File: config.mk
export PLATFORM = sky130hd
export DESIGN_NAME = uart_rx_resync_fifo
export DESIGN_NICKNAME = d
export VERILOG_FILES = /design/src/rtl/urx_pkg.sv /design/src/rtl/urx_front.sv /design/src/rtl/urx_rcv.sv /design/src/rtl/urx_fifo.sv /design/src/rtl/uart_rx_resync_fifo.sv
export SDC_FILE = /design/constraint.sdc
export NUM_CORES = 2
export LEC_CHECK = 0
export ABC_CLOCK_PERIOD_IN_PS = 12100
export BUFFER_PORTS_ARGS = -buffer_cell sky130_fd_sc_hd__buf_2
export CAP_MARGIN = 20
export CORE_MARGIN = 3
export CORE_UTILIZATION = 45
export CTS_BUF_LIST = sky130_fd_sc_hd__clkbuf_8
export CTS_CLUSTER_DIAMETER = 30
export DETAILED_ROUTE_END_ITERATION = 6
export GPL_TIMING_DRIVEN = 0
export PLACE_DENSITY_LB_ADDON = 0.25
export SYNTH_ARGS = -nofsm -noshare
export SYNTH_HDL_FRONTEND = slang
export SYNTH_HIERARCHICAL = 1
export SYNTH_SLANG_ARGS = --single-unit
File: constraint.sdc
create_clock -name aclk -period 12.1 [get_ports aclk]
set_clock_uncertainty 0.15 [all_clocks]
set_input_delay 1.21 -clock aclk [delete_from_list [all_inputs] [get_ports aclk]]
set_output_delay 1.21 -clock aclk [all_outputs]
set_load 0.01 [all_outputs]
File: src/rtl/urx_pkg.sv
package urx_pkg;

    localparam int FIFO_DEPTH = 256;
    localparam int FIFO_AW    = $clog2(FIFO_DEPTH);
    localparam int BT_W       = 16;
    localparam int DATA_W     = 8;
    localparam int FRAME_BITS = 10;
    localparam int STOP_POS   = 9;
    localparam int POS_W      = 4;

    typedef logic [FIFO_AW-1:0] fifo_ptr_t;

    typedef enum logic {
        KIND_TICK = 1'b0,
        KIND_POP  = 1'b1
    } item_kind_t;

    typedef struct packed {
        item_kind_t kind;
        logic       rx_level;
    } item_t;

    typedef enum logic {
        RX_IDLE,
        RX_FRAME
    } rx_state_t;

    typedef struct packed {
        logic              push;
        logic [DATA_W-1:0] data;
        logic              resync;
    } rx_evt_t;

    typedef struct packed {
        logic pop_valid;
        logic fifo_empty;
        logic byte_received;
        logic oldest_dropped;
        logic resynced;
    } res_flags_t;

    function automatic fifo_ptr_t ptr_inc(input fifo_ptr_t p);
        return (p == fifo_ptr_t'(FIFO_DEPTH - 1)) ? '0 : p + 1'b1;
    endfunction

endpackage

File: src/rtl/urx_front.sv
module urx_front
    import urx_pkg::*;
(
    input  logic  aclk,
    input  logic  aresetn,
    input  logic  s_tvalid,
    output logic  s_tready,
    input  logic  in_kind,
    input  logic  in_level,
    output logic  q_valid,
    output item_t q_item,
    input  logic  q_deq
);

    // two-entry queue decouples the port from the execute stage
    item_t       q_mem [2];
    logic        wr_ptr_reg, wr_ptr_next;
    logic        rd_ptr_reg, rd_ptr_next;
    logic [1:0]  count_reg, count_next;
    logic        acc;

    assign s_tready = (count_reg != 2'd2);
    assign acc      = s_tvalid && s_tready;
    assign q_valid  = (count_reg != 2'd0);
    assign q_item   = q_mem[rd_ptr_reg];

    always_comb begin
        wr_ptr_next = acc ? ~wr_ptr_reg : wr_ptr_reg;
        rd_ptr_next = q_deq ? ~rd_ptr_reg : rd_ptr_reg;
        count_next  = count_reg + {1'b0, acc} - {1'b0, q_deq};
    end

    always_ff @(posedge aclk) begin
        if (!aresetn) begin
            wr_ptr_reg <= 1'b0;
            rd_ptr_reg <= 1'b0;
            count_reg  <= 2'd0;
        end else begin
            wr_ptr_reg <= wr_ptr_next;
            rd_ptr_reg <= rd_ptr_next;
            count_reg  <= count_next;
        end
    end

    always_ff @(posedge aclk) begin
        if (acc) begin
            q_mem[wr_ptr_reg] <= '{kind: item_kind_t'(in_kind), rx_level: in_level};
        end
    end

endmodule

File: src/rtl/urx_rcv.sv
module urx_rcv
    import urx_pkg::*;
(
    input  logic            aclk,
    input  logic            aresetn,
    input  logic [BT_W-1:0] bit_ticks,
    input  logic            tick_en,
    input  logic            level,
    output rx_evt_t         evt
);

    rx_state_t             state_reg, state_next;
    logic [BT_W-1:0]       tick_reg, tick_next;
    logic [FRAME_BITS-1:0] cap_reg, cap_next;
    logic [POS_W-1:0]      pos_reg, pos_next;

    logic [BT_W-1:0]       full_p, half_raw, half_p, tc_inc;
    logic [POS_W-1:0]      pos_c, p_sel;
    logic [FRAME_BITS-1:0] cap_w;
    logic                  found;

    assign full_p   = (bit_ticks == '0) ? BT_W'(1) : bit_ticks;
    assign half_raw = bit_ticks >> 1;
    assign half_p   = (half_raw == '0) ? BT_W'(1) : half_raw;
    assign tc_inc   = tick_reg + 1'b1;
    assign pos_c    = (pos_reg > POS_W'(STOP_POS)) ? POS_W'(STOP_POS) : pos_reg;

    always_comb begin
        cap_w        = cap_reg;
        cap_w[pos_c] = level;
    end

    // lowest 1-then-0 pair wins
    always_comb begin
        found = 1'b0;
        p_sel = '0;
        for (int p = FRAME_BITS - 1; p >= 1; p--) begin
            if (cap_w[p-1] && !cap_w[p]) begin
                found = 1'b1;
                p_sel = POS_W'(p);
            end
        end
    end

    always_comb begin
        state_next = state_reg;
        tick_next  = tick_reg;
        cap_next   = cap_reg;
        pos_next   = pos_reg;
        evt        = '0;
        if (tick_en) begin
            tick_next = tc_inc;
            case (state_reg)
                RX_IDLE: begin
                    if (tc_inc >= half_p) begin
                        tick_next = '0;
                        if (!level) begin
                            state_next = RX_FRAME;
                            cap_next   = '0;
                            pos_next   = POS_W'(1);
                        end
                    end
                end
                RX_FRAME: begin
                    if (tc_inc >= full_p) begin
                        tick_next = '0;
                        cap_next  = cap_w;
                        pos_next  = pos_c + 1'b1;
                        if (pos_c == POS_W'(STOP_POS)) begin
                            if (cap_w[STOP_POS]) begin
                                evt.push   = 1'b1;
                                evt.data   = cap_w[DATA_W:1];
                                state_next = RX_IDLE;
                                pos_next   = '0;
                            end else if (found) begin
                                cap_next   = cap_w >> p_sel;
                                pos_next   = POS_W'(FRAME_BITS) - p_sel;
                                evt.resync = 1'b1;
                            end else begin
                                state_next = RX_IDLE;
                                pos_next   = '0;
                            end
                        end
                    end
                end
                default: begin
                    state_next = RX_IDLE;
                end
            endcase
        end
    end

    always_ff @(posedge aclk) begin
        if (!aresetn) begin
            state_reg <= RX_IDLE;
            tick_reg  <= '0;
            cap_reg   <= '0;
            pos_reg   <= '0;
        end else begin
            state_reg <= state_next;
            tick_reg  <= tick_next;
            cap_reg   <= cap_next;
            pos_reg   <= pos_next;
        end
    end

endmodule

File: src/rtl/urx_fifo.sv
module urx_fifo
    import urx_pkg::*;
(
    input  logic              aclk,
    input  logic              aresetn,
    input  logic              push,
    input  logic [DATA_W-1:0] push_data,
    input  logic              pop_en,
    output logic              pop_valid,
    output logic              dropped,
    output logic              empty_after,
    output logic [DATA_W-1:0] rd_data_reg
);

    logic [DATA_W-1:0] store [FIFO_DEPTH];
    fifo_ptr_t         head_reg, head_next;
    fifo_ptr_t         tail_reg, tail_next;
    fifo_ptr_t         tail_inc;
    logic              empty_now;

    assign empty_now = (head_reg == tail_reg);
    assign tail_inc  = ptr_inc(tail_reg);
    assign pop_valid = pop_en && !empty_now;
    assign dropped   = push && (tail_inc == head_reg);

    always_comb begin
        head_next = head_reg;
        tail_next = tail_reg;
        if (push) begin
            tail_next = tail_inc;
            if (dropped) begin
                head_next = ptr_inc(head_reg);
            end
        end else if (pop_valid) begin
            head_next = ptr_inc(head_reg);
        end
        empty_after = (head_next == tail_next);
    end

    always_ff @(posedge aclk) begin
        if (!aresetn) begin
            head_reg <= '0;
            tail_reg <= '0;
        end else begin
            head_reg <= head_next;
            tail_reg <= tail_next;
        end
    end

    // read data held until the next pop
    always_ff @(posedge aclk) begin
        if (push) begin
            store[tail_reg] <= push_data;
        end
        if (pop_valid) begin
            rd_data_reg <= store[head_reg];
        end
    end

`ifndef SYNTHESIS
    a_push_not_empty: assert property (@(posedge aclk) disable iff (!aresetn)
        push |=> (head_reg != tail_reg))
        else $error("fifo empty after a push");

    a_pop_empty_still: assert property (@(posedge aclk) disable iff (!aresetn)
        (pop_en && empty_now && !push) |=> ($stable(head_reg) && $stable(tail_reg)))
        else $error("pop on empty fifo moved a pointer");

    a_pop_moves_head: assert property (@(posedge aclk) disable iff (!aresetn)
        (pop_valid && !push) |=> (head_reg != $past(head_reg) && $stable(tail_reg)))
        else $error("pop did not advance head only");

    a_drop_keeps_full: assert property (@(posedge aclk) disable iff (!aresetn)
        dropped |=> (ptr_inc(tail_reg) == head_reg))
        else $error("fifo not full after dropping oldest word");
`endif

endmodule

File: src/rtl/uart_rx_resync_fifo.sv
// channel | dir | tvalid/tready       | tdata / tuser
// s_      | in  | s_tvalid, s_tready  | tdata[0] rx_level; tuser kind (0 tick, 1 pop)
// m_      | out | m_tvalid, m_tready  | tdata pop_valid, pop_byte, fifo_empty,
//         |     |                     |   byte_received, oldest_dropped, resynced
// cfg     | in  | cfg_wr_en           | cfg_wr_data bit_ticks
//
// One word per clock sustained while m_tready stays high; each accepted word passes
// through the input queue, then the execute stage with the registered fifo read port.
// Reset (aresetn low, synchronous) empties the queue and fifo and idles the receiver.
// Output stalls are absorbed by the two-entry input queue; s_tready drops once it fills.
module uart_rx_resync_fifo
    import urx_pkg::*;
(
    input  logic            aclk,
    input  logic            aresetn,
    input  logic            s_tvalid,
    output logic            s_tready,
    input  logic [7:0]      s_tdata,   // [0] rx_level, [7:1] zero
    input  logic            s_tuser,   // [0] kind
    output logic            m_tvalid,
    input  logic            m_tready,
    output logic [15:0]     m_tdata,   // [0] pop_valid, [8:1] pop_byte, [9] fifo_empty,
                                       // [10] byte_received, [11] oldest_dropped,
                                       // [12] resynced, [15:13] zero
    input  logic            cfg_wr_en,
    input  logic [BT_W-1:0] cfg_wr_data
);

    logic [BT_W-1:0]   bit_ticks_reg;
    logic              q_valid;
    item_t             q_item;
    logic              exec_fire;
    logic              tick_en, pop_en;
    rx_evt_t           evt;
    logic              pop_valid, dropped, empty_after;
    logic [DATA_W-1:0] rd_data;
    logic [DATA_W-1:0] pop_byte;
    res_flags_t        flags_reg, flags_next;
    logic              m_tvalid_reg, m_tvalid_next;

    urx_front u_front (
        .aclk     (aclk),
        .aresetn  (aresetn),
        .s_tvalid (s_tvalid),
        .s_tready (s_tready),
        .in_kind  (s_tuser),
        .in_level (s_tdata[0]),
        .q_valid  (q_valid),
        .q_item   (q_item),
        .q_deq    (exec_fire)
    );

    assign exec_fire = q_valid && (!m_tvalid_reg || m_tready);
    assign tick_en   = exec_fire && (q_item.kind == KIND_TICK);
    assign pop_en    = exec_fire && (q_item.kind == KIND_POP);

    urx_rcv u_rcv (
        .aclk      (aclk),
        .aresetn   (aresetn),
        .bit_ticks (bit_ticks_reg),
        .tick_en   (tick_en),
        .level     (q_item.rx_level),
        .evt       (evt)
    );

    urx_fifo u_fifo (
        .aclk        (aclk),
        .aresetn     (aresetn),
        .push        (evt.push),
        .push_data   (evt.data),
        .pop_en      (pop_en),
        .pop_valid   (pop_valid),
        .dropped     (dropped),
        .empty_after (empty_after),
        .rd_data_reg (rd_data)
    );

    always_comb begin
        flags_next.pop_valid      = pop_valid;
        flags_next.fifo_empty     = empty_after;
        flags_next.byte_received  = evt.push;
        flags_next.oldest_dropped = dropped;
        flags_next.resynced       = evt.resync;
        if (exec_fire) begin
            m_tvalid_next = 1'b1;
        end else if (m_tready) begin
            m_tvalid_next = 1'b0;
        end else begin
            m_tvalid_next = m_tvalid_reg;
        end
    end

    always_ff @(posedge aclk) begin
        if (!aresetn) begin
            bit_ticks_reg <= BT_W'(16);
            m_tvalid_reg  <= 1'b0;
        end else begin
            m_tvalid_reg <= m_tvalid_next;
            if (cfg_wr_en) begin
                bit_ticks_reg <= cfg_wr_data;
            end
        end
    end

    always_ff @(posedge aclk) begin
        if (exec_fire) begin
            flags_reg <= flags_next;
        end
    end

    assign pop_byte = flags_reg.pop_valid ? rd_data : '0;
    assign m_tvalid = m_tvalid_reg;
    assign m_tdata  = {3'b000, flags_reg.resynced, flags_reg.oldest_dropped,
                       flags_reg.byte_received, flags_reg.fifo_empty, pop_byte,
                       flags_reg.pop_valid};

endmodule
==> metrics <==
Initial Util=45.4%; CTS max path bufs=4; Die Wd=about 440 um; fmax=about 0.11 GHz; IO Port Bufs=36; YS warnings=6; Critical Path End Type=flop; Final Worst Setup Slack=2660 ps; CTS Sinks=approximately 2,100; Core Util, Final=52.8%; flop-to-flop setup slack=about 2700 ps; Pre-antenna DRT Iters=6; Synth Cell Area=around 85,000 um^2; outcome=completed; Wirelength per Cell=30.2 um; number of enable flip-flop cells after synthesis=2,065; setup repair bufs after CTS=0; root buf cell=clkbuf_8; asr flop ratio synth=0%; Power Dens Cells=between 150 and 200 nW/um^2; Worst-path clk slew=around 50 ps; crit path from=u_rcv/tick_reg[0]$_SDFFE_PN0P_; Unique masters post-synth=92; Setup CP Type=flop to flop; Worst-Margin Slew=1210 ps; Hold Startpoint=s_tdata[0]; GRT Util Overall=between 20 and 25%; Reg-to-Reg Start=u_rcv/tick_reg[0]$_SDFFE_PN0P_; RSZ-0062 raised after global routing=false; FP Rows=between 150 and 200; Peak VDD IR=approximately 0.10 mV; Die Footprint=195,000 um^2; Lkg Pwr=25.2 nW; CTS tree=built; last element of the critical path=u_fifo/store[97][6]$_DFFE_PP_; reg2reg end=u_fifo/store[97][6]$_DFFE_PP_; crit-path max FO=10; commonest non-fill, non-tap cell in the layout=edfxtp_1; Initial DRC Count=5,421; pre-CTS WS=around 2800 ps; TritonCTS Buffers=around 440; syn_area_per_cell=about 21 um^2; Resize count post-CTS=0; Synth Register Bits=2,134; cells on worst reg2reg path=21; layout cells sized above 1=between 30% and 40%; Core ar.=between 150,000 and 200,000 um^2; post-synthesis instance total=about 4,000; first-pass GRT wire length=~320 mm; hold_buf cts=0; dpl cells=between 6,000 and 7,000; placed wire-length estimate=approximately 150 mm; I/O Pins=48; crit path DAT=between 9000 and 10,000 ps; Layout Cells excl Fill=between 7,000 and 8,000; largest net degree at the start of global routing=47; Remaining Overflow, GRT=0; Clk Latency, worst-skew pair=around 1100 ps; Setup-failing EPs final=0; # DRC=0; slew margin rel.=19.1%; chip height=about 440 um; Final nets=approximately 4,600; minimum clock period=9440 ps; period utilization=78.0%; via count=between 40,000 and 50,000; Post-Route WL=roughly 220 mm; Final Max Slew Viols=0; dominant synthesized flop cell=edfxtp_1; Startpoint Class=flop; antenna violations before repair=12; Total Power=approximately 16 mW; vias per inst=about 6.0; Worst Hold Class=input pin to flop; vias in the first global route=between 40,000 and 50,000; GP Congestion=slightly below 0.9; most frequent cells in the layout=edfxtp_1 (2,065), mux4_2 (680), clkbuf_8 (446); Area growth syn-to-layout=16.2%; # Max-Cap Violations=0; Seq/Total Area, Yosys=74.2%; H-tree depth=5; flip-flop count of the largest register after layout=slightly above 2,000; Critical Path RT=about 13,000 ps; Antenna Nets Post-Route=0; Setup TNS Final=0 ps; final hold violations=0
worst min-delay path by stage:
stage	to	slack, ps	cells past startpoint
global route	u_front/q_mem[1][0]$_DFFE_PP_	150	1
detailed placement	u_rcv/cap_reg[0]$_SDFFE_PN0P_	320	2
finish	u_front/q_mem[1][0]$_DFFE_PP_	230	1
global placement	u_rcv/cap_reg[0]$_SDFFE_PN0P_	310	2
CTS	u_front/q_mem[1][0]$_DFFE_PP_	120	1
floorplan	u_rcv/cap_reg[0]$_SDFFE_PN0P_	290	2
worst max-delay path, stage by stage (launching register included):
cell      delay, ps
dfxtp_1         510
ha_1            280
nand3_1         200
or2_2           400
nor2_1          190
nand3_1         120
xnor2_1         210
ha_1            310
nand2_1          60
o21ai_0         350
o21ai_0         200
or2_2           300
o22ai_1         350
clkbuf_1        470
nand3_1         760
inv_1           630
clkbuf_1        330
clkbuf_1        390
buf_1           340
nand3_1         860
clkbuf_2        730
nor2_1          890
where the power goes:
group | internal [mW] | leakage [nW] | switching [mW]
Clock | 4.59 | 4.85 | 3.15
Combinational | 0.0837 | 5.52 | 0.123
Sequential | 8.00 | 14.8 | 0.0211
Total | 12.7 | 25.2 | 3.29
stage by stage:
step / area (um^2) / hold slack, ps
detailed placement: 90100 / 320
global placement: 88700 / 308
finish: 99300 / 230
floorplan: 85400 / 292
global route: 99300 / 146
CTS: 99200 / 119
synth_stat cells (28+ instances only):
cell | number | area (um^2)
a21oi_1 | 32 | 160
and3_1 | 29 | 181
buf_1 | 28 | 105
buf_2 | 53 | 265
clkbuf_1 | 131 | 492
dfxtp_1 | 69 | 1380
edfxtp_1 | 2065 | 62000
ha_1 | 39 | 488
inv_1 | 46 | 173
mux2i_1 | 31 | 310
mux4_2 | 680 | 15300
nand2_1 | 45 | 169
nand3_1 | 65 | 325
nor2_1 | 281 | 1050
nor2b_1 | 33 | 206
o21ai_0 | 30 | 150
xnor2_1 | 36 | 315
per-layer routing:
layer / vias to the layer above / routed length (um) / global-route usage (%)
met5: - / 14 / 0
met4: 4 / 7630 / 8.26
met3: 390 / 19000 / 4.90
met2: 2145 / 106000 / 35.3
met1: 23418 / 89600 / 31.9
li1: 17953 / - / -
area by class of cell:
| type | instances | area [um^2] |
|---|---|---|
| multi-input cells | 1568 | 20900 |
| inverters | 50 | 193 |
| plain buffers | 233 | 1070 |
| clock buffers | 446 | 6140 |
| diodes | 4 | 10.0 |
| clock inverters | 342 | 3020 |
| fillers | 14623 | 88900 |
| flip-flops and latches | 2134 | 63400 |
| well taps | 2495 | 3120 |
| repair buffers | 103 | 1480 |
kinds of logic (layout without fill, tap and decap cells):
| logic type | after synthesis | in the layout | share of synthesized area [%] |
|---|---|---|---|
| xor gates and xnor gates | 44 | 44 | 0.451 |
| other | 1 | 7 | 0.00439 |
| and+or+nand+nor | 581 | 581 | 3.35 |
| muxes | 728 | 728 | 18.5 |
| DFF | 2134 | 2134 | 74.2 |
| buffers and inverters | 283 | 1174 | 1.46 |
| adders and majority gates | 39 | 39 | 0.571 |
| AOI/OAI and AO/OA | 173 | 173 | 1.43 |
(Power assumes the default switching activity.)
